==> config.mk <==
export PLATFORM = sky130hd
export DESIGN_NAME = sgps_back
export DESIGN_NICKNAME = d
export VERILOG_FILES = /design/src/sv/sgps_pkg.sv /design/src/sv/sgps_back.sv
export VERILOG_INCLUDE_DIRS = /design/src /design/src/sv
export SDC_FILE = /design/constraint.sdc
export NUM_CORES = 1
export LEC_CHECK = 0
export ABC_AREA = 1
export ABC_CLOCK_PERIOD_IN_PS = 10290
export BUFFER_PORTS_ARGS = -buffer_cell sky130_fd_sc_hd__buf_2
export CORE_MARGIN = 4
export CORE_UTILIZATION = 45
export CTS_BUF_LIST = sky130_fd_sc_hd__clkbuf_4 sky130_fd_sc_hd__clkbuf_8
export CTS_CLUSTER_DIAMETER = 50
export DETAILED_ROUTE_END_ITERATION = 8
export HOLD_SLACK_MARGIN = 0.05
export PLACE_DENSITY = 0.69
export SYNTH_ARGS = -nofsm -noshare
export SYNTH_HDL_FRONTEND = slang
export SYNTH_SLANG_ARGS = --single-unit
==> constraint.sdc <==
create_clock -name clk -period 10.29 [get_ports clk]
set_input_delay 1.5435 -clock clk [delete_from_list [all_inputs] [get_ports clk]]
set_output_delay 1.5435 -clock clk [all_outputs]
set_load 0.01 [all_outputs]
==> src/sv/assert_macros.svh <==
// Assertion helpers shared by the RTL files.
// Set ASSERT_OFF to compile them out.
`ifndef ASSERT_MACROS_SVH
`define ASSERT_MACROS_SVH

`ifndef ASSERT_OFF

// Same-cycle implication, checked at every rising edge out of reset.
`define ASSERT_IMPL(lbl, clk, rst_n, ante, cons) \
    lbl: assert property (@(posedge clk) disable iff (!rst_n) (ante) |-> (cons)) \
        else $error("%m: same-cycle check failed");

// Next-cycle implication.
`define ASSERT_NEXT(lbl, clk, rst_n, ante, cons) \
    lbl: assert property (@(posedge clk) disable iff (!rst_n) (ante) |=> (cons)) \
        else $error("%m: next-cycle check failed");

`else

`define ASSERT_IMPL(lbl, clk, rst_n, ante, cons)
`define ASSERT_NEXT(lbl, clk, rst_n, ante, cons)

`endif

`endif

==> src/sv/sgps_pkg.sv <==
package sgps_pkg;

    localparam int MAX_WIDTH_DEF   = 2048;
    localparam int QUEUE_DEPTH_DEF = 4;

    localparam int PIX_W      = 8;
    localparam int FW_W       = 12;
    localparam int FH_W       = 16;
    localparam int OUT_COL_W  = 11;
    localparam int OUT_ROW_W  = 16;
    localparam int CFG_DATA_W = 16;
    localparam int CFG_IDX_W  = 1;
    localparam int RES_NUM    = 4;
    localparam int GAMMA_N    = 255;

    // Register indexes
    localparam logic [CFG_IDX_W-1:0] REG_FRAME_WIDTH  = 1'b0;
    localparam logic [CFG_IDX_W-1:0] REG_FRAME_HEIGHT = 1'b1;

    localparam logic [FW_W-1:0] FRAME_WIDTH_RST  = 12'd640;
    localparam logic [FH_W-1:0] FRAME_HEIGHT_RST = 16'd480;

    // Result kinds one input pixel may produce, in output order.
    // Also the bit index in job_t.mask.
    localparam logic [1:0] RES_ABOVE_LEFT = 2'd0;  // (x-1, y-1)
    localparam logic [1:0] RES_ABOVE_EDGE = 2'd1;  // (W-1, y-1)
    localparam logic [1:0] RES_LAST_LEFT  = 2'd2;  // (x-1, H-1)
    localparam logic [1:0] RES_LAST_EDGE  = 2'd3;  // (W-1, H-1), end of frame

    localparam logic [PIX_W-1:0] PIX_SAT = 8'hFF;

    // One classified input pixel: which results it produces and the
    // neighborhood they need (edge clamping already resolved).
    typedef struct packed {
        logic [RES_NUM-1:0]   mask;
        logic [OUT_COL_W-1:0] col;
        logic [OUT_ROW_W-1:0] row;
        logic [PIX_W-1:0]     up_prev;   // row above, column x-1
        logic [PIX_W-1:0]     up_cur;    // row above, column x
        logic [PIX_W-1:0]     cur_prev;  // current row, column x-1
        logic [PIX_W-1:0]     cur_cur;   // current row, column x
        logic [PIX_W-1:0]     al_left;   // left of (x-1, y-1)
        logic [PIX_W-1:0]     al_up;     // up of (x-1, y-1)
        logic [PIX_W-1:0]     ae_up;     // up of (x, y-1)
        logic [PIX_W-1:0]     ll_left;   // left of (x-1, y)
    } job_t;

    typedef struct packed {
        logic full;
        logic almost_full;
    } queue_status_t;

    typedef logic [GAMMA_N-1:0][PIX_W-1:0] gamma_rom_t;

    // gamma[i] = largest v with v^5 * 255 <= i^6, i.e. floor(255*(i/255)^1.2)
    function automatic gamma_rom_t build_gamma();
        gamma_rom_t        rom;
        longint unsigned   i6;
        longint unsigned   p5;
        longint unsigned   v64;
        longint unsigned   i64;
        int                g;
        for (int i = 0; i < GAMMA_N; i++)
        begin
            i64 = longint'(i);
            i6  = i64 * i64 * i64 * i64 * i64 * i64;
            g   = 0;
            for (int v = 1; v < GAMMA_N; v++)
            begin
                v64 = longint'(v);
                p5  = v64 * v64 * v64 * v64 * v64;
                if (p5 * 64'd255 <= i6)
                begin
                    g = v;
                end
            end
            rom[i] = PIX_W'(g);
        end
        return rom;
    endfunction

endpackage

==> src/sv/sgps_back.sv <==
`include "assert_macros.svh"

module sgps_back (
    input  logic                            clk,
    input  logic                            rst_n,
    input  logic                            head_valid,
    input  sgps_pkg::job_t                  head_job,
    output logic                            pop,
    output logic [sgps_pkg::PIX_W-1:0]      value,
    output logic [sgps_pkg::OUT_COL_W-1:0]  out_col,
    output logic [sgps_pkg::OUT_ROW_W-1:0]  out_row,
    output logic                            frame_end,
    output logic                            out_valid,
    input  logic                            out_stall
);

    import sgps_pkg::*;

    localparam gamma_rom_t GAMMA_ROM = build_gamma();

    logic [RES_NUM-1:0]   done_reg, done_next;
    logic                 out_valid_reg, out_valid_next;
    logic [PIX_W-1:0]     value_reg;
    logic [OUT_COL_W-1:0] out_col_reg;
    logic [OUT_ROW_W-1:0] out_row_reg;
    logic                 frame_end_reg;

    logic [RES_NUM-1:0]   rem;
    logic [1:0]           kind;
    logic [RES_NUM-1:0]   sel;
    logic                 last_one;
    logic                 load;

    logic [PIX_W-1:0]     op_c, op_l, op_u, op_r, op_d;
    logic [OUT_COL_W-1:0] res_col;
    logic [OUT_ROW_W-1:0] res_row;
    logic                 res_end;
    logic [PIX_W+1:0]     sum;
    logic [PIX_W+1:0]     diff;
    logic [PIX_W-1:0]     res_value;

    // results of the head job still owed, taken lowest first
    assign rem = head_job.mask & ~done_reg;

    always_comb
    begin
        priority if (rem[RES_ABOVE_LEFT])
            kind = RES_ABOVE_LEFT;
        else if (rem[RES_ABOVE_EDGE])
            kind = RES_ABOVE_EDGE;
        else if (rem[RES_LAST_LEFT])
            kind = RES_LAST_LEFT;
        else
            kind = RES_LAST_EDGE;
    end

    assign sel      = RES_NUM'(1) << kind;
    assign last_one = ((rem & ~sel) == '0);
    assign load     = head_valid && (!out_valid_reg || !out_stall);
    assign pop      = load && last_one;

    always_comb
    begin
        unique case (kind)
            RES_ABOVE_LEFT:
            begin
                op_c    = head_job.up_prev;
                op_l    = head_job.al_left;
                op_u    = head_job.al_up;
                op_r    = head_job.up_cur;
                op_d    = head_job.cur_prev;
                res_col = head_job.col - OUT_COL_W'(1);
                res_row = head_job.row - OUT_ROW_W'(1);
                res_end = 1'b0;
            end
            RES_ABOVE_EDGE:
            begin
                op_c    = head_job.up_cur;
                op_l    = head_job.up_prev;
                op_u    = head_job.ae_up;
                op_r    = head_job.up_cur;
                op_d    = head_job.cur_cur;
                res_col = head_job.col;
                res_row = head_job.row - OUT_ROW_W'(1);
                res_end = 1'b0;
            end
            RES_LAST_LEFT:
            begin
                op_c    = head_job.cur_prev;
                op_l    = head_job.ll_left;
                op_u    = head_job.up_prev;
                op_r    = head_job.cur_cur;
                op_d    = head_job.cur_prev;
                res_col = head_job.col - OUT_COL_W'(1);
                res_row = head_job.row;
                res_end = 1'b0;
            end
            RES_LAST_EDGE:
            begin
                op_c    = head_job.cur_cur;
                op_l    = head_job.cur_prev;
                op_u    = head_job.up_cur;
                op_r    = head_job.cur_cur;
                op_d    = head_job.cur_cur;
                res_col = head_job.col;
                res_row = head_job.row;
                res_end = 1'b1;
            end
            default:
            begin
                op_c    = head_job.cur_cur;
                op_l    = head_job.cur_cur;
                op_u    = head_job.cur_cur;
                op_r    = head_job.cur_cur;
                op_d    = head_job.cur_cur;
                res_col = head_job.col;
                res_row = head_job.row;
                res_end = 1'b0;
            end
        endcase
    end

    // s = 2c - sum/4; negative (wrapped) or >= 255 saturates
    assign sum  = {2'b00, op_l} + {2'b00, op_u} + {2'b00, op_r} + {2'b00, op_d};
    assign diff = {1'b0, op_c, 1'b0} - {2'b00, sum[PIX_W+1:2]};

    always_comb
    begin
        if (diff[PIX_W+1] || (diff[PIX_W:0] >= (PIX_W + 1)'(GAMMA_N)))
            res_value = PIX_SAT;
        else
            res_value = GAMMA_ROM[diff[PIX_W-1:0]];
    end

    always_comb
    begin
        done_next      = done_reg;
        out_valid_next = out_valid_reg;
        if (load)
        begin
            done_next      = last_one ? '0 : (done_reg | sel);
            out_valid_next = 1'b1;
        end
        else if (!out_stall)
        begin
            out_valid_next = 1'b0;
        end
    end

    always_ff @(posedge clk or negedge rst_n)
    begin
        if (!rst_n)
        begin
            done_reg      <= '0;
            out_valid_reg <= 1'b0;
        end
        else
        begin
            done_reg      <= done_next;
            out_valid_reg <= out_valid_next;
        end
    end

    always_ff @(posedge clk)
    begin
        if (load)
        begin
            value_reg     <= res_value;
            out_col_reg   <= res_col;
            out_row_reg   <= res_row;
            frame_end_reg <= res_end;
        end
    end

    assign value     = value_reg;
    assign out_col   = out_col_reg;
    assign out_row   = out_row_reg;
    assign frame_end = frame_end_reg;
    assign out_valid = out_valid_reg;

    // front never queues a job without results
    `ASSERT_IMPL(a_job_nonempty, clk, rst_n, head_valid, head_job.mask != '0)
    // progress bits stay inside the head job
    `ASSERT_IMPL(a_done_in_mask, clk, rst_n, head_valid, (done_reg & ~head_job.mask) == '0)
    // a job leaves only with its final result
    `ASSERT_IMPL(a_pop_last, clk, rst_n, pop, $onehot(rem))

endmodule

== Word level (Yosys, flattened, before mapping) ==
Memories as Yosys holds them, arrays and structs flattened. A register that Yosys moved wholly into a read port is not among the register bits.
Cells that the tools add are included.

* Add/sub/neg operators: 6
* $lt $le $gt $ge: 1
* Equality and inequality tests: 4
* Shift-type cells: 1
* Multiplexer cells: 14
* Bitwise logic cells: 5
* Reductions and logical operators: 13

{| class="wikitable"
|+ Operator list
! cell !! number
|-
| 8-bit case mux with 4 select lines || 3
|-
| 16-bit case mux with 2 select lines || 1
|-
| 8-bit case mux with 2 select lines || 2
|-
| 11-bit case mux with 2 select lines || 1
|-
| 16-bit by 1-bit subtractor with 16-bit output, second input constant || 1
|-
| 11-bit by 1-bit subtractor with 11-bit output, second input constant || 1
|-
| 10-bit by 8-bit adder with 10-bit output || 1
|-
| 9-bit by 8-bit adder with 10-bit output || 1
|-
| 9-bit by 8-bit subtractor with 10-bit output || 1
|-
| 8-bit by 8-bit adder with 9-bit output || 1
|-
| 9-bit by 8-bit greater-or-equal comparator with 1-bit output, second input constant || 1
|-
| 4-bit bitwise AND || 2
|-
| 4-bit NOT || 2
|-
| 2-bit OR reduction || 4
|-
| 2-bit == test, second input constant || 2
|-
| 4-bit logical NOT || 1
|-
| 2-bit 2-to-1 mux || 2
|-
| 4-bit 2-to-1 mux || 1
|-
| 4-bit OR || 1
|-
| 1-bit by 2-bit << shifter with 4-bit output, first input constant || 1
|-
| 1-bit 2-to-1 mux || 3
|-
| 3-bit OR reduction || 1
|-
| 2-bit by 1-bit == test with 1-bit output, second input constant || 1
|-
| 1-bit logical AND || 2
|-
| 5 further kinds || 7
|}

* Register bits: 33
* Bits in read-only memories: 2048
* Input bits: 99
* Logic and storage cells: 50
* Memories kept: 1

{| class="wikitable"
|+ Memories
! memory !! depth !! bits a word !! read ports !! clocked after memory_dff !! write ports !! RTL line !! text
|-
| (name not given) || 256 || 8 || 1 || 1 || 0 || sgps_back.sv:132 || <nowiki>res_value = GAMMA_ROM[diff[PIX_W-1:0]];</nowiki>
|}

== Logic depth before layout (Yosys ltp) ==
* Depth after elaboration: 13
* Depth in mapped cells: 36
* Depth with buffers taken out: 35

== Least setup slack after synthesis ==
Ideal clock, no wire load.

* Path kind: input to register
* From: input head_job[91] in the netlist's numbering
* To: register value_reg[3] (netlist: value[3]), data pin
* Setup time: 0.260 ns
* Arrival: 6.176 ns
* Slack: 3.855 ns
* Stages on the path: 26
* Cell sequence: nand2_2 > nand2_2 > nor2_1 > clkbuf_1 > nand2_1 > o211ai_1 > o21ai_0 > fa_1 > fa_1 > nor3b_1 > fa_1 > fa_1 > inv_1 > nand2_1 > nand2_2 > inv_2 > buf_4 > ha_1 > inv_1 > o21ai_0 > nand3_1 > nor2_1 > nand2_1 > nand3_1 > inv_2 > nand3_1

* Cells in the longest elaborated chain, start to end: 10

{| class="wikitable"
|+ Ends and longest elaborated chain
! item !! RTL line !! text
|-
| start, declared || sgps_back.sv:7 || <nowiki>input sgps_pkg::job_t head_job,</nowiki>
|-
| 4-bit bitwise AND (*) || sgps_back.sv:43 || <nowiki>assign rem = head_job.mask & ~done_reg;</nowiki>
|-
| 2-bit 2-to-1 mux (*) || sgps_back.sv:47 || <nowiki>priority if (rem[RES_ABOVE_LEFT])</nowiki>
|-
| 2-bit == test (tied with other cells) || sgps_back.sv:64 || <nowiki>unique case (kind)</nowiki>
|-
| 8-bit case mux with 4 select lines or 2-bit OR reduction (tied branches) || - ||
|-
| 8-bit by 8-bit adder with 9-bit output or 8-bit case mux with 2 select lines (tied branches) || sgps_back.sv:124, sgps_back.sv:64 ||
|-
| 9-bit by 8-bit adder with 10-bit output || sgps_back.sv:124 || <nowiki>assign sum = {2'b00, op_l} + {2'b00, op_u} + {2'b00, op_r} + {2'b00, op_d};</nowiki>
|-
| 10-bit by 8-bit adder with 10-bit output || sgps_back.sv:124 ||
|-
| 9-bit by 8-bit subtractor with 10-bit output (*) || sgps_back.sv:125 || <nowiki>assign diff = {1'b0, op_c, 1'b0} - {2'b00, sum[PIX_W+1:2]};</nowiki>
|-
| 9-bit by 8-bit greater-or-equal comparator with 1-bit output || sgps_back.sv:129 || <nowiki>if (diff[PIX_W+1] || (diff[PIX_W:0] >= (PIX_W + 1)'(GAMMA_N)))</nowiki>
|-
| 1-bit logical OR || sgps_back.sv:129 ||
|-
| end, declared || sgps_back.sv:23 || <nowiki>logic [PIX_W-1:0] value_reg;</nowiki>
|}

Mark *: on every way between the ends. The rest lies on a longest branch, timed or not.
A chain may end at the register's enable or synchronous reset.

== Worst setup path after layout ==
* From: input head_job[91] in the netlist's numbering
* To: register value_reg[5] (netlist: value[5]), data pin

Same word-level chain as after synthesis.

==> run summary <==
Critical Path End Type: flop
CP max FO: 33
RSZ-0062 raised after global routing: false
I/O Pins: 137
Hold-fix buffers at CTS: 0
GRT Util Overall: 0.2257
Final Instance Count excl. Fillers: 1132
PostCTS Resize Cnt: 0
Max reg flops: 16
Most common cell after layout, fill and taps aside: nand2_1
Routability Congestion: 0.9454
R2R Path Start: done_reg[0]
DRT Wirelength: 16220 um
Design area: 0.006337 mm^2
Port-buffer cells: 136
Fin util: 0.5276
# DRC: 0
Clk sink count: 41
Final Hold Vio Count: 0
Sequential fraction of the synthesis area: 0.2178
Synth top area share: 0.2210
Setup TNS Final: 0 ns
Yosys reg bits: 41
Die Area: 0.01415 mm^2
Core box area: 0.01201 mm^2
Final nets: 1128
Router iterations before antenna repair: 5
N_diodes: 0
Largest net degree at the start of global routing: 40
CTS H-tree depth: 2
Most frequent cells in the layout: nand2_1 (326), buf_2 (136), inv_1 (103), nand3_1 (71), o21ai_0 (50)
Yosys warns: 0
Fmax achieved: 116.5 MHz
Worst Skew: 0.004666 ns
Final setup viols: 0
Clk slew on worst S/H paths: 0.08 ns
Mapped cell area: 0.005538 mm^2
Worst-Margin Slew: 0.7021 ns
Slew HR: 0.5303
Top cells by area, synth: nand2_1 (22%), edfxtp_1 (20%), inv_1 (7.0%)
Min Tclk post-route: 8.581 ns
Post-synth top area cell: nand2_1
Vias in the first global route: 5608
Setup Buffers After CTS: 0
Initial Util: 0.4610
Max Cap Viol: 0
Clock latency on the worst-skew pair: 0.29 ns
Die W: 118.9 um
Hold Path Class: flop to flop
FP Rows: 40
Syn nets: 1012
Final Max Tran Viols: 0
Placed Cells: 1124
Initial antenna violation count: 0
Layout overhead on the synthesized area: 14.44%
Post-placement cell area: 0.006251 mm^2
Hpwl dp: 12750 um
Crit. Startpoint: head_job[91]
Critical path arrival: 8.62 ns
Die Y: 118.9 um
Mapped Avg Cell Area: 6.380 um^2
Total number of vias: 6081
Startpoint types: primary input
Total congestion overflow: 0
Longest Clk Path Bufs: 2
WP data required: 10.33 ns
Mean routed wirelength per cell: 14.32 um
Tcrit/Tclk final: 0.8340
Distinct cells, synth: 40
TritonCTS clock tree: done
HP Start: out_valid
Drt initial violations: 655
TritonCTS Buffers: 5
DR vias/cell: 5.372
Share of cells above drive strength 1: 0.1838
Status: finished, final reports clean
Crit path kind: primary input to flop
First-pass GRT wire length: 26900 um
CTS Root Cell: clkbuf_8
Residual antenna-violating net count after detailed routing: 0
Mapped Cells: 868
==> synth_stat cells <==
master and number:
a22oi_1 1, ha_1 28, a21oi_2 1, o22ai_1 2, o21ai_1 12, nand3b_1 5
o221ai_1 11, a21oi_1 22, nand4_1 9, xor2_1 20, fa_1 17, xnor2_1 10
dfrtp_1 5, inv_1 103, nand3_1 71, buf_2 10, o2111ai_1 5, a221oi_1 3
buf_4 6, mux2i_1 2, a211oi_1 1, o21bai_1 2, o21ai_0 50, nor3b_1 1
buf_6 3, a21o_1 1, nor2_1 49, o211ai_1 4, nor3_1 4, nand3_2 4
clkinv_1 2, nor3_2 4, nand2_1 326, edfxtp_1 36, or2_2 2, clkbuf_1 10
inv_2 8, nand2_2 14, a22o_1 1, nor2_2 3
==> layout make-up <==
cell class,instances,area (um^2)
tap,147,183.9
sequential,41,1206
clock buffer,5,68.82
inverter,113,424.2
clock inverter,3,17.52
fill,1238,5674
timing repair buffer,138,695.7
multi-input combinational,685,3741
==> layer usage <==
metal  share of wire  vias to the layer above  routed length (um)  global-route usage
li1                -                     3047                   -                   -
met1            0.43                     2730                6995              0.3081
met2            0.48                      283                7708              0.3826
met3           0.078                       21                1272             0.02896
met4           0.015                        0                 238             0.04996
met5               0                        -                   0                   0
==> worst max-delay path, cell delays in order <==
cell      delay [ns]
buf_2           0.09
nand2_2         0.27
nand2_2         0.54
inv_1           0.26
nand2_1         0.39
clkinv_1        0.41
nand2_1         0.14
nand2_1         0.06
a221oi_1        0.29
fa_1            0.48
fa_1            0.49
nor3b_1         0.49
fa_1            0.69
fa_1            0.47
inv_1           0.11
nand3_1         0.09
nand2_1         0.11
nand2_1         0.07
nand2_2         0.48
inv_2           0.40
nor2_1          0.30
o21ai_1         0.10
nand3_1         0.12
nand2_1         0.05
nand3b_1        0.14
==> metrics by stage <==
step / hold WS [ns] / worst slack (ns)
floorplan: 0.4655 / 3.855
global placement: 0.4813 / 1.710
detailed placement: 0.4890 / 1.512
CTS: 0.5073 / 1.802
global route: 0.5505 / 1.001
finish: 0.5052 / 1.709
==> cell families after synthesis <==
| logic type | synth area share |
|---|---|
| and+or+nand+nor | 0.3762 |
| buffers and inverters | 0.1066 |
| AOI/OAI and AO/OA | 0.1236 |
| adders and majority gates | 0.1247 |
| DFF | 0.2178 |
| xor gates and xnor gates | 0.04745 |
| muxes | 0.003615 |
==> path summary, 6_finish.rpt <==
path | to | slack [ns] | cells after the start
setup / recovery | value[5] | 1.71 | 25
hold / removal | out_valid | 0.51 | 2
setup reg to reg | value[5] | 2.61 | 25
hold reg to reg | out_valid | 0.51 | 2
max in group asynchronous | done_reg[1] | 9.11 | 1
min in group asynchronous | out_valid | 1.05 | 1
Power is left out: the tool's default activity adds up to more than one toggle a clock period on the data nets, which glitch-free logic cannot reach.
