## src/sv/assert_macros.svh

```systemverilog
// Assertion helpers shared by the RTL files.
// Set ASSERT_OFF to compile them out.
`ifndef ASSERT_MACROS_SVH
`define ASSERT_MACROS_SVH

`ifndef ASSERT_OFF

// Same-cycle implication, checked at every rising edge out of reset.
`define ASSERT_IMPL(lbl, clk, rst_n, ante, cons) \
    lbl: assert property (@(posedge clk) disable iff (!rst_n) (ante) |-> (cons)) \
        else $error("%m: same-cycle check failed");

// Next-cycle implication.
`define ASSERT_NEXT(lbl, clk, rst_n, ante, cons) \
    lbl: assert property (@(posedge clk) disable iff (!rst_n) (ante) |=> (cons)) \
        else $error("%m: next-cycle check failed");

`else

`define ASSERT_IMPL(lbl, clk, rst_n, ante, cons)
`define ASSERT_NEXT(lbl, clk, rst_n, ante, cons)

`endif

`endif

```

## src/sv/sgps_pkg.sv

```systemverilog
package sgps_pkg;

    localparam int MAX_WIDTH_DEF   = 2048;
    localparam int QUEUE_DEPTH_DEF = 4;

    localparam int PIX_W      = 8;
    localparam int FW_W       = 12;
    localparam int FH_W       = 16;
    localparam int OUT_COL_W  = 11;
    localparam int OUT_ROW_W  = 16;
    localparam int CFG_DATA_W = 16;
    localparam int CFG_IDX_W  = 1;
    localparam int RES_NUM    = 4;
    localparam int GAMMA_N    = 255;

    // Register indexes
    localparam logic [CFG_IDX_W-1:0] REG_FRAME_WIDTH  = 1'b0;
    localparam logic [CFG_IDX_W-1:0] REG_FRAME_HEIGHT = 1'b1;

    localparam logic [FW_W-1:0] FRAME_WIDTH_RST  = 12'd640;
    localparam logic [FH_W-1:0] FRAME_HEIGHT_RST = 16'd480;

    // Result kinds one input pixel may produce, in output order.
    // Also the bit index in job_t.mask.
    localparam logic [1:0] RES_ABOVE_LEFT = 2'd0;  // (x-1, y-1)
    localparam logic [1:0] RES_ABOVE_EDGE = 2'd1;  // (W-1, y-1)
    localparam logic [1:0] RES_LAST_LEFT  = 2'd2;  // (x-1, H-1)
    localparam logic [1:0] RES_LAST_EDGE  = 2'd3;  // (W-1, H-1), end of frame

    localparam logic [PIX_W-1:0] PIX_SAT = 8'hFF;

    // One classified input pixel: which results it produces and the
    // neighborhood they need (edge clamping already resolved).
    typedef struct packed {
        logic [RES_NUM-1:0]   mask;
        logic [OUT_COL_W-1:0] col;
        logic [OUT_ROW_W-1:0] row;
        logic [PIX_W-1:0]     up_prev;   // row above, column x-1
        logic [PIX_W-1:0]     up_cur;    // row above, column x
        logic [PIX_W-1:0]     cur_prev;  // current row, column x-1
        logic [PIX_W-1:0]     cur_cur;   // current row, column x
        logic [PIX_W-1:0]     al_left;   // left of (x-1, y-1)
        logic [PIX_W-1:0]     al_up;     // up of (x-1, y-1)
        logic [PIX_W-1:0]     ae_up;     // up of (x, y-1)
        logic [PIX_W-1:0]     ll_left;   // left of (x-1, y)
    } job_t;

    typedef struct packed {
        logic full;
        logic almost_full;
    } queue_status_t;

    typedef logic [GAMMA_N-1:0][PIX_W-1:0] gamma_rom_t;

    // gamma[i] = largest v with v^5 * 255 <= i^6, i.e. floor(255*(i/255)^1.2)
    function automatic gamma_rom_t build_gamma();
        gamma_rom_t        rom;
        longint unsigned   i6;
        longint unsigned   p5;
        longint unsigned   v64;
        longint unsigned   i64;
        int                g;
        for (int i = 0; i < GAMMA_N; i++)
        begin
            i64 = longint'(i);
            i6  = i64 * i64 * i64 * i64 * i64 * i64;
            g   = 0;
            for (int v = 1; v < GAMMA_N; v++)
            begin
                v64 = longint'(v);
                p5  = v64 * v64 * v64 * v64 * v64;
                if (p5 * 64'd255 <= i6)
                begin
                    g = v;
                end
            end
            rom[i] = PIX_W'(g);
        end
        return rom;
    endfunction

endpackage

```

## src/sv/sgps_queue.sv

```systemverilog
`include "assert_macros.svh"

module sgps_queue #(
    parameter int DEPTH = sgps_pkg::QUEUE_DEPTH_DEF
) (
    input  logic                     clk,
    input  logic                     rst_n,
    input  logic                     push,
    input  sgps_pkg::job_t           push_job,
    output sgps_pkg::queue_status_t  status,
    output logic                     head_valid,
    output sgps_pkg::job_t           head_job,
    input  logic                     pop
);

    import sgps_pkg::*;

    localparam int PTR_W = $clog2(DEPTH);
    localparam int CNT_W = $clog2(DEPTH + 1);
    localparam logic [CNT_W-1:0] FULL_CNT = CNT_W'(DEPTH);
    localparam logic [CNT_W-1:0] AFULL_CNT = CNT_W'(DEPTH - 1);
    localparam logic [PTR_W-1:0] LAST_PTR = PTR_W'(DEPTH - 1);

    job_t             mem_reg [DEPTH];
    logic [PTR_W-1:0] wr_ptr_reg, wr_ptr_next;
    logic [PTR_W-1:0] rd_ptr_reg, rd_ptr_next;
    logic [CNT_W-1:0] count_reg,  count_next;

    always_comb
    begin
        wr_ptr_next = wr_ptr_reg;
        rd_ptr_next = rd_ptr_reg;
        count_next  = count_reg;
        if (push)
        begin
            wr_ptr_next = (wr_ptr_reg == LAST_PTR) ? '0 : (wr_ptr_reg + PTR_W'(1));
        end
        if (pop)
        begin
            rd_ptr_next = (rd_ptr_reg == LAST_PTR) ? '0 : (rd_ptr_reg + PTR_W'(1));
        end
        if (push && !pop)
        begin
            count_next = count_reg + CNT_W'(1);
        end
        else if (pop && !push)
        begin
            count_next = count_reg - CNT_W'(1);
        end
    end

    always_ff @(posedge clk or negedge rst_n)
    begin
        if (!rst_n)
        begin
            wr_ptr_reg <= '0;
            rd_ptr_reg <= '0;
            count_reg  <= '0;
        end
        else
        begin
            wr_ptr_reg <= wr_ptr_next;
            rd_ptr_reg <= rd_ptr_next;
            count_reg  <= count_next;
        end
    end

    always_ff @(posedge clk)
    begin
        if (push)
        begin
            mem_reg[wr_ptr_reg] <= push_job;
        end
    end

    assign status.full        = (count_reg >= FULL_CNT);
    assign status.almost_full = (count_reg >= AFULL_CNT);
    assign head_valid         = (count_reg != '0);
    assign head_job           = mem_reg[rd_ptr_reg];

    // front-end stall logic must never overrun the queue
    `ASSERT_IMPL(a_no_overflow, clk, rst_n, push, !status.full || pop)
    `ASSERT_IMPL(a_no_underflow, clk, rst_n, pop, head_valid)
    `ASSERT_IMPL(a_count_bound, clk, rst_n, 1'b1, count_reg <= FULL_CNT)

endmodule

```

## config.mk

```make
export PLATFORM = sky130hd
export DESIGN_NAME = sgps_queue
export DESIGN_NICKNAME = d
export VERILOG_FILES = /design/src/sv/sgps_pkg.sv /design/src/sv/sgps_queue.sv
export VERILOG_INCLUDE_DIRS = /design/src /design/src/sv
export SDC_FILE = /design/constraint.sdc
export NUM_CORES = 1
export LEC_CHECK = 0
export BUFFER_PORTS_ARGS = -buffer_cell sky130_fd_sc_hd__buf_4
export CORE_MARGIN = 4
export CORE_UTILIZATION = 35
export DETAILED_ROUTE_END_ITERATION = 6
export GPL_ROUTABILITY_DRIVEN = 0
export HOLD_SLACK_MARGIN = 0.03
export PLACE_DENSITY = 0.59
export SLEW_MARGIN = 25
export SYNTH_ARGS = -nofsm -noshare
export SYNTH_HDL_FRONTEND = slang
export SYNTH_SLANG_ARGS = --single-unit
```

## constraint.sdc

```tcl
create_clock -name clk -period 9.6 [get_ports clk]
set_input_delay 2.88 -clock clk [delete_from_list [all_inputs] [get_ports clk]]
set_output_delay 2.88 -clock clk [all_outputs]
set_load 0.05 [all_outputs]
```

# [After elaboration in Yosys (flattened, before gate mapping)]
# Memory sizes are Yosys's and may differ from the RTL's.
# Cells that the tools add are included.
[op_classes] n_addsub=4 n_lt_le_gt_ge=2 n_eq_ne=2 n_mux=6 reduce_logical=6
[ops] op="$mux W3" n=2
[ops] op="$add A2 B1 Y2 const B" n=2
[ops] op="$eq A2 B2 Y1 const B" n=2
[ops] op="$mux W2" n=2
[ops] op="$add A3 B1 Y3 const B" n=1
[ops] op="$ge A3 B2 Y1 const B" n=1
[ops] op="$ge A3 B3 Y1 const B" n=1
[ops] op="$reduce_bool A3 Y1" n=1
[ops] op="$sub A3 B1 Y3 const B" n=1
[ops] op="$logic_and A1 B1 Y1" n=2
[ops] op="$logic_not A1 Y1" n=2
[ops] op="$mux W1" n=2
[ops] op="$reduce_bool A2 Y1" n=1
[word_totals] ff_bits=7 ram_bits=380 inputBits=99 out_inout_bits=98 word_cells=24 mem_count=1
[memory_table] name="mem_reg" depth=4 word_bits=95 read_ports=1 rd_ports_with_merged_regs=0 write_ports=1 line="sgps_queue.sv:24" source="job_t mem_reg [DEPTH];"

# [Logic depth before layout (Yosys ltp)]
# Gate-level depths: netlist (run 1).
[depth] depth_word=4 depth_mapped=7

# [Least setup slack after synthesis (run 1)]
# Ideal clock, no wire load.
[synth_path] path_kind="input port to flip-flop" startpoint="input port push" endpoint="memory mem_reg[2][0] (netlist name), enable pin" setup_ps=464 t_arrival_ps=5077 required_ps=9136 path_slack_ps=4059 path_stages=1 path_cell_list="and2_1"
[synth_between] elab_chain_len=2
[synth_rtl] item="start, declared" line="sgps_queue.sv:8" source="input logic push,"
[synth_rtl] item="$mux W1" line="sgps_queue.sv:70" source="if (push)"
[synth_rtl] item="$mux W1 (not written as such)" line="sgps_queue.sv:72" source="mem_reg[wr_ptr_reg] <= push_job;"
[synth_rtl] item="end, declared" line="sgps_queue.sv:24"
# No other way between the ends.

==> results.md, run 1 <==
* Die footprint at 43700 sq um
* Final #Nets at 864
* Asr flop ratio synth at around 1.8%
* Required @ worst endpoint at 6720 ps
* Pre-antenna DRT Iters at 4
* Vias in the first global route at 7004
* Reg2reg start: wr_ptr_reg[0]
* First-pass GRT wire length at between 40 and 50 mm
* Crit. End Element: output pin
* Critical Path Fanout Max at 43
* I/O pin count at between 150 and 200
* Row cnt at 73
* CTS resizes at 0
* Detailed-route DRC error count at 0
* Most common cell after layout, fill and taps aside: edfxtp_1
* Die height at 209 microns
* Clk sink count at just under 400
* Worst path arrival time at 3040 ps
* Post-synthesis simple-gate area fraction at 0.336%
* DIE WIDTH at 209 microns
* Hold buffers post-CTS at 0
* PD cells at ~350 nW/um^2
* Synth Area in Adders at 0.673%
* Antenna fix cells at 0
* CP cell instances: buf_4, mux4_2, buf_4
* Minimum clock period at 5920 ps
* Final Hold Vio Count at 0
* CTS root buf: clkbuf_16
* Post-detail-place hpwl at 15.8 mm
* Fin crit share at between 60% and 70%
* Final instance area at 17400 sq um
* Synth Instances at 535
* Hold_sp: count_reg[2]
* Initial antenna violation count at 1
* Bufs and invs on worst path at 2
* Core Region at 39800 sq um
* Pin count of the biggest net entering global routing at 63
* Finished Layout Cells at ~1.3k
* Total track usage at between 10% and 20%
* Setup CP Type: flop to output pin
* Worst Tran Pin Value at 963 ps
* Skew final at roughly 12 ps
* Fmax at ~170 MHz
* Most frequent cells in the layout: edfxtp_1 (380), buf_4 (202), mux4_2 (95), clkbuf_16 (43)
* Complex-gate fraction of the synthesized area at 0.124%
* CP most frequent cell: buf_4
* Clock Path Buffers at 3
* Synthesized area per cell at 26.4 sq um
* Syn_nets at between 600 and 700
* Sum Neg Setup Slack at 0 ps
* Delay-heaviest family, CP: buffers and inverters
* Top FF cell, synth: edfxtp_1
* RSZ-0062 raised after global routing: false
* Mapped Area at 14100 sq um
* Min-Delay Path Class: flop to flop
* Synth Warn # at 0
* Endpoint, Worst Hold: count_reg[2]
* Maxcap violations at 0
* Skew-Pair Late Insertion Delay at 540 ps
* Status: finished clean
* Number of setup violations in the final report at 0
* Total Power at about 6 mW
* Initial Util at 35.5%
* Worst-path clk slew at 60 ps
* Final Slew Violations at 0
* WHS Path Cells at 1
* Htree depth at 2
* CTS Buf Count at 41
* Drt total wl at 27.4 mm
* Layout cells sized above 1 at 46.0%
* Sequential cell area fraction in the yosys report at 82.0%
* R2r setup slk at 7080 ps
* WL per Instance at 20.9 microns
* Combinational family with the most area after synthesis: multiplexers
* Drt via density at 4.77
* Fin worst setup slack at between 3000 and 4000 ps
* Setup Fix Bufs, Post-CTS at 0
* Mux cell area share after synthesis at 15.4%
* Max reg flops at 380
* Number of synthesized flops with an enable pin at 380
* Layout overhead on the synthesized area at 23.4%
* Via count at 6252
* Startpoint Class: flop
* CTS tree: yes
* Overflow after GRT at 0
* LEAKAGE at just under 6 nW
* Max stage delay on crit path at 820 ps
* Pre-CTS WS at 4120 ps
* Cells on worst reg2reg path at 4
* DR iter-0 viols at 351
* Seq cells post-synth at between 300 and 400
* Post-route antenna net violation count at 0
* Peak supply drop at 0.207 mV
* Placed Cells at 1240
* DP Area at 16200 sq um
* IO buf count at 196
* XOR/XNOR share of the synthesized area at 0.186%
* R2r endpoint: mem_reg[0][73]
* Relative slew slack at 35.8%
* Synth cell types at 22
* Slowest-stage cell, CP: dfrtp_4
[worst max-delay path by stage]
stage / cells past startpoint / start / slack (ps) / endpoint
after floorplan: 1 / push / 4060 / mem_reg[2][0]
after CTS: 3 / rd_ptr_reg[0] / 3500 / head_job[1]
after global routing: 3 / rd_ptr_reg[0] / 3360 / head_job[1]
final: 3 / rd_ptr_reg[0] / 3680 / head_job[1]
after detailed placement: 3 / rd_ptr_reg[0] / 4120 / head_job[1]
after global placement: 3 / rd_ptr_reg[0] / 4090 / head_job[57]
[cell usage after synthesis (2+ instances only)]
library cell,number,area (sq um)
edfxtp_1,380,11400
mux4_2,95,2140
buf_2,8,40.0
dfrtp_1,7,175
ha_1,6,75.1
buf_4,5,37.5
clkbuf_1,5,18.8
inv_1,5,18.8
and2_1,4,25.0
mux2_2,3,33.8
buf_6,2,22.5
buf_8,2,30.0
nor2_1,2,7.51
o21ai_0,2,10.0
xor2_1,2,17.5
[where the power goes]
group	internal, mW	switching, mW
logic	0.790	1.51
registers	2.17	0.132
clock network	0.894	0.606
[metal layers]
metal | wire length, microns | GRT usage, % | vias to the layer above
met1 | 11300 | 15.7 | 3294
met2 | 13600 | 21.0 | 153
met4 | 654 | 3.71 | 2
met5 | 13 | 0 | -
li1 | - | - | 2751
met3 | 1910 | 4.76 | 52
[kinds of logic after synthesis]
| logic type | count (synthesis) |
|---|---|
| mux | 98 |
| fa+ha+maj | 7 |
| xor+xnor | 3 |
| flops | 387 |
| buf+inv | 28 |
| compound gates | 3 |
| simple gates | 9 |
[layout make-up]
type,count,area [sq um]
timing repair buffer,203,1530
inverter,5,18.8
multi-input combinational,120,2370
tap,525,657
fill,3469,22400
clock buffer,51,1110
sequential,387,11600
clock inverter,19,170
[stage by stage]
stage | hold slack [ps] | utilization [%]
detailed placement | 513 | 40.6
global route | 543 | 43.8
floorplan | 477 | -
finish | 512 | 43.8
CTS | 521 | 43.8
global placement | 504 | 40.6
(Power assumes the default switching activity.)
==> run 2, diff against run 1 <==
==> constraint.sdc (replaced) <==
create_clock -name clk -period 5.75 [get_ports clk]
set_input_delay 1.725 -clock clk [delete_from_list [all_inputs] [get_ports clk]]
set_output_delay 1.725 -clock clk [all_outputs]
set_load 0.05 [all_outputs]
==> run 2 against run 1 <==
Against the previous run:
- design area rose by 0.68%
- critical path depth did not move
- die area stayed put
- critical endpoint is now head_job[94]
- via count is 0.27% higher
- clock power is 71% higher
- clock skew shrank 5.3 ps
- non-clock buffer count is 1 higher
- core utilization grew 0.30 points
- largest power group unchanged
- worst setup slack got worse by 2400 ps
- sequential power is 68% higher
==> results.md, run 2 (synthesized netlist as in run 1, its figures left out) <==
* CTS tree: yes
* First-pass GRT wire length at 42.3 mm (-0.16%)
* Post-detail-place hpwl at 16.0 mm (+1.3%)
* DR iter-0 viols at 312 (-11%)
* Minimum clock period at 4430 ps
* LEAKAGE at 5.95 nW (+0.81%)
* Post-route antenna net violation count at 0 (unchanged)
* RSZ-0062 raised after global routing: false
* WL per Instance at 20.8 microns (-0.84%)
* Critical Path Sink: head_job[94]
* Die height at 209 microns (unchanged)
* DIE WIDTH at 209 microns (unchanged)
* Maxcap violations at 0 (unchanged)
* PD cells at 586 nW/um^2 (+67%)
* Core Region at 39800 sq um (unchanged)
* Clk sink count at 387 (unchanged)
* I/O pin count at 197 (unchanged)
* Fmax at 226 MHz
* Pin count of the biggest net entering global routing at 54 (-14%)
* Max reg flops at 380 (unchanged)
* Clock Path Buffers at 3 (unchanged)
* Setup CP Type: flop to output pin
* Most frequent cells in the layout: edfxtp_1 (380), buf_4 (198), mux4_2 (95), clkbuf_16 (43)
* Antenna fix cells at 0 (unchanged)
* Drt via density at 4.77 (about the same)
* Pre-antenna DRT Iters at 4 (unchanged)
* Total Power at 10.3 mW (+69%)
* Via count at 6269 (+0.27%)
* Reg2reg start: wr_ptr_reg[0]
* Setup Fix Bufs, Post-CTS at 0 (unchanged)
* Min-Delay Path Class: flop to flop
* CTS Buf Count at 41 (unchanged)
* Delay-heaviest family, CP: flip-flops
* Startpoint Class: flop
* Util after Layout at 44.1% (+0.30 points)
* Required @ worst endpoint at 4030 ps (-2690 ps)
* CP cell instances: buf_12, mux4_2, buf_4
* Detailed-route DRC error count at 0 (unchanged)
* Relative slew slack at 43.6% (+7.8 points)
* Peak supply drop at 0.299 mV (+44%)
* IO buf count at 196 (unchanged)
* Overflow after GRT at 0 (unchanged)
* Vias in the first global route at 6976 (-0.40%)
* Worst-path clk slew at 60 ps (about the same)
* Status: finished clean
* Sum Neg Setup Slack at 0 ps (unchanged)
* Final #Nets at 865 (+0.12%)
* Crit path from: rd_ptr_reg[0]
* Max stage delay on crit path at 970 ps (+150 ps)
* CTS root buf: clkbuf_16
* Layout overhead on the synthesized area at 24.3%
* Total track usage at 12.6% (-0.099 points)
* R2r endpoint: mem_reg[3][68]
* Skew final at 7.02 ps (-5.27 ps)
* Critical Path Fanout Max at 39 (-9.3%)
* Cells on worst reg2reg path at 3 (-1)
* Final Slew Violations at 0 (unchanged)
* CTS resizes at 0 (unchanged)
* Bufs and invs on worst path at 2 (unchanged)
* CP Depth at 3 (unchanged)
* R2r setup slk at 3650 ps (-3430 ps)
* Most common cell after layout, fill and taps aside: edfxtp_1
* Slowest-stage cell, CP: dfrtp_4
* Htree depth at 2 (unchanged)
* Row cnt at 73 (unchanged)
* Skew-Pair Late Insertion Delay at 540 ps (about the same)
* Layout cells sized above 1 at 46.4% (+0.40 points)
* Final Hold Vio Count at 0 (unchanged)
* Worst Tran Pin Value at 847 ps (-116 ps)
* Hold buffers post-CTS at 0 (unchanged)
* Die footprint at 43700 sq um (unchanged)
* Fin crit share at 77.0%
* Crit. End Element: output pin
* Initial antenna violation count at 1 (unchanged)
* Initial Util at 35.5% (unchanged)
* Drt total wl at 27.3 mm (-0.54%)
* Worst path arrival time at 2700 ps (-340 ps)
* Number of setup violations in the final report at 0 (unchanged)
==> run 2: worst min-delay path by stage <==
stage | from | end | slack [ps] | depth (start not counted)
6_report | count_reg[2] | count_reg[2] | 530 | 1
5_1_grt | count_reg[2] | count_reg[2] | 540 | 1
4_1_cts | count_reg[2] | count_reg[2] | 540 | 1
3_5_place_dp | count_reg[2] | count_reg[2] | 530 | 1
3_3_place_gp | count_reg[2] | count_reg[2] | 510 | 1
2_1_floorplan | count_reg[2] | count_reg[2] | 480 | 1
==> run 2: where the power goes <==
part	internal, mW	total [mW]	switching (mW)
Sequential	3.62	3.87	0.252
Clock	1.54	2.57	1.03
Combinational	1.36	3.85	2.49
==> run 2: routing by layer <==
| metal | part of all wire, % | wire (microns) | GRT usage (%) |
|---|---|---|---|
| met5 | 0.048 | 13 | 0 |
| met4 | 1.9 | 529 | 3.44 |
| met1 | 40 | 11000 | 15.7 |
| met2 | 50 | 13800 | 21.0 |
| met3 | 7.3 | 1980 | 4.53 |
==> run 2: final cells by class <==
type / instances / area (sq um)
repair buffers: 204 / 1610
fillers: 3437 / 22300
clock inverters: 22 / 210
multi-input cells: 120 / 2370
inverters: 5 / 18.8
flip-flops and latches: 387 / 11600
clock buffers: 51 / 1110
well taps: 525 / 657
==> run 2: worst reg2reg max path, delay by kind of cell (launching register included) <==
family | cells | cell delay (ps)
adder cells (fa/ha/maj) | 1 | 180
flip-flops | 1 | 380
buffers and inverters | 1 | 480
AND/OR/NAND/NOR | 1 | 690
==> run 2: stage by stage <==
stage                     cells  instance area [sq um]  hold WS [ps]  setup WS [ps]
after global placement     1241                  16200           507           1830
final                      1314                  17600           530           1320
after CTS                  1314                  17600           536           1220
after global routing       1314                  17600           544           1100
after floorplan             535                  14100           477           1360
after detailed placement   1241                  16200           527           1840
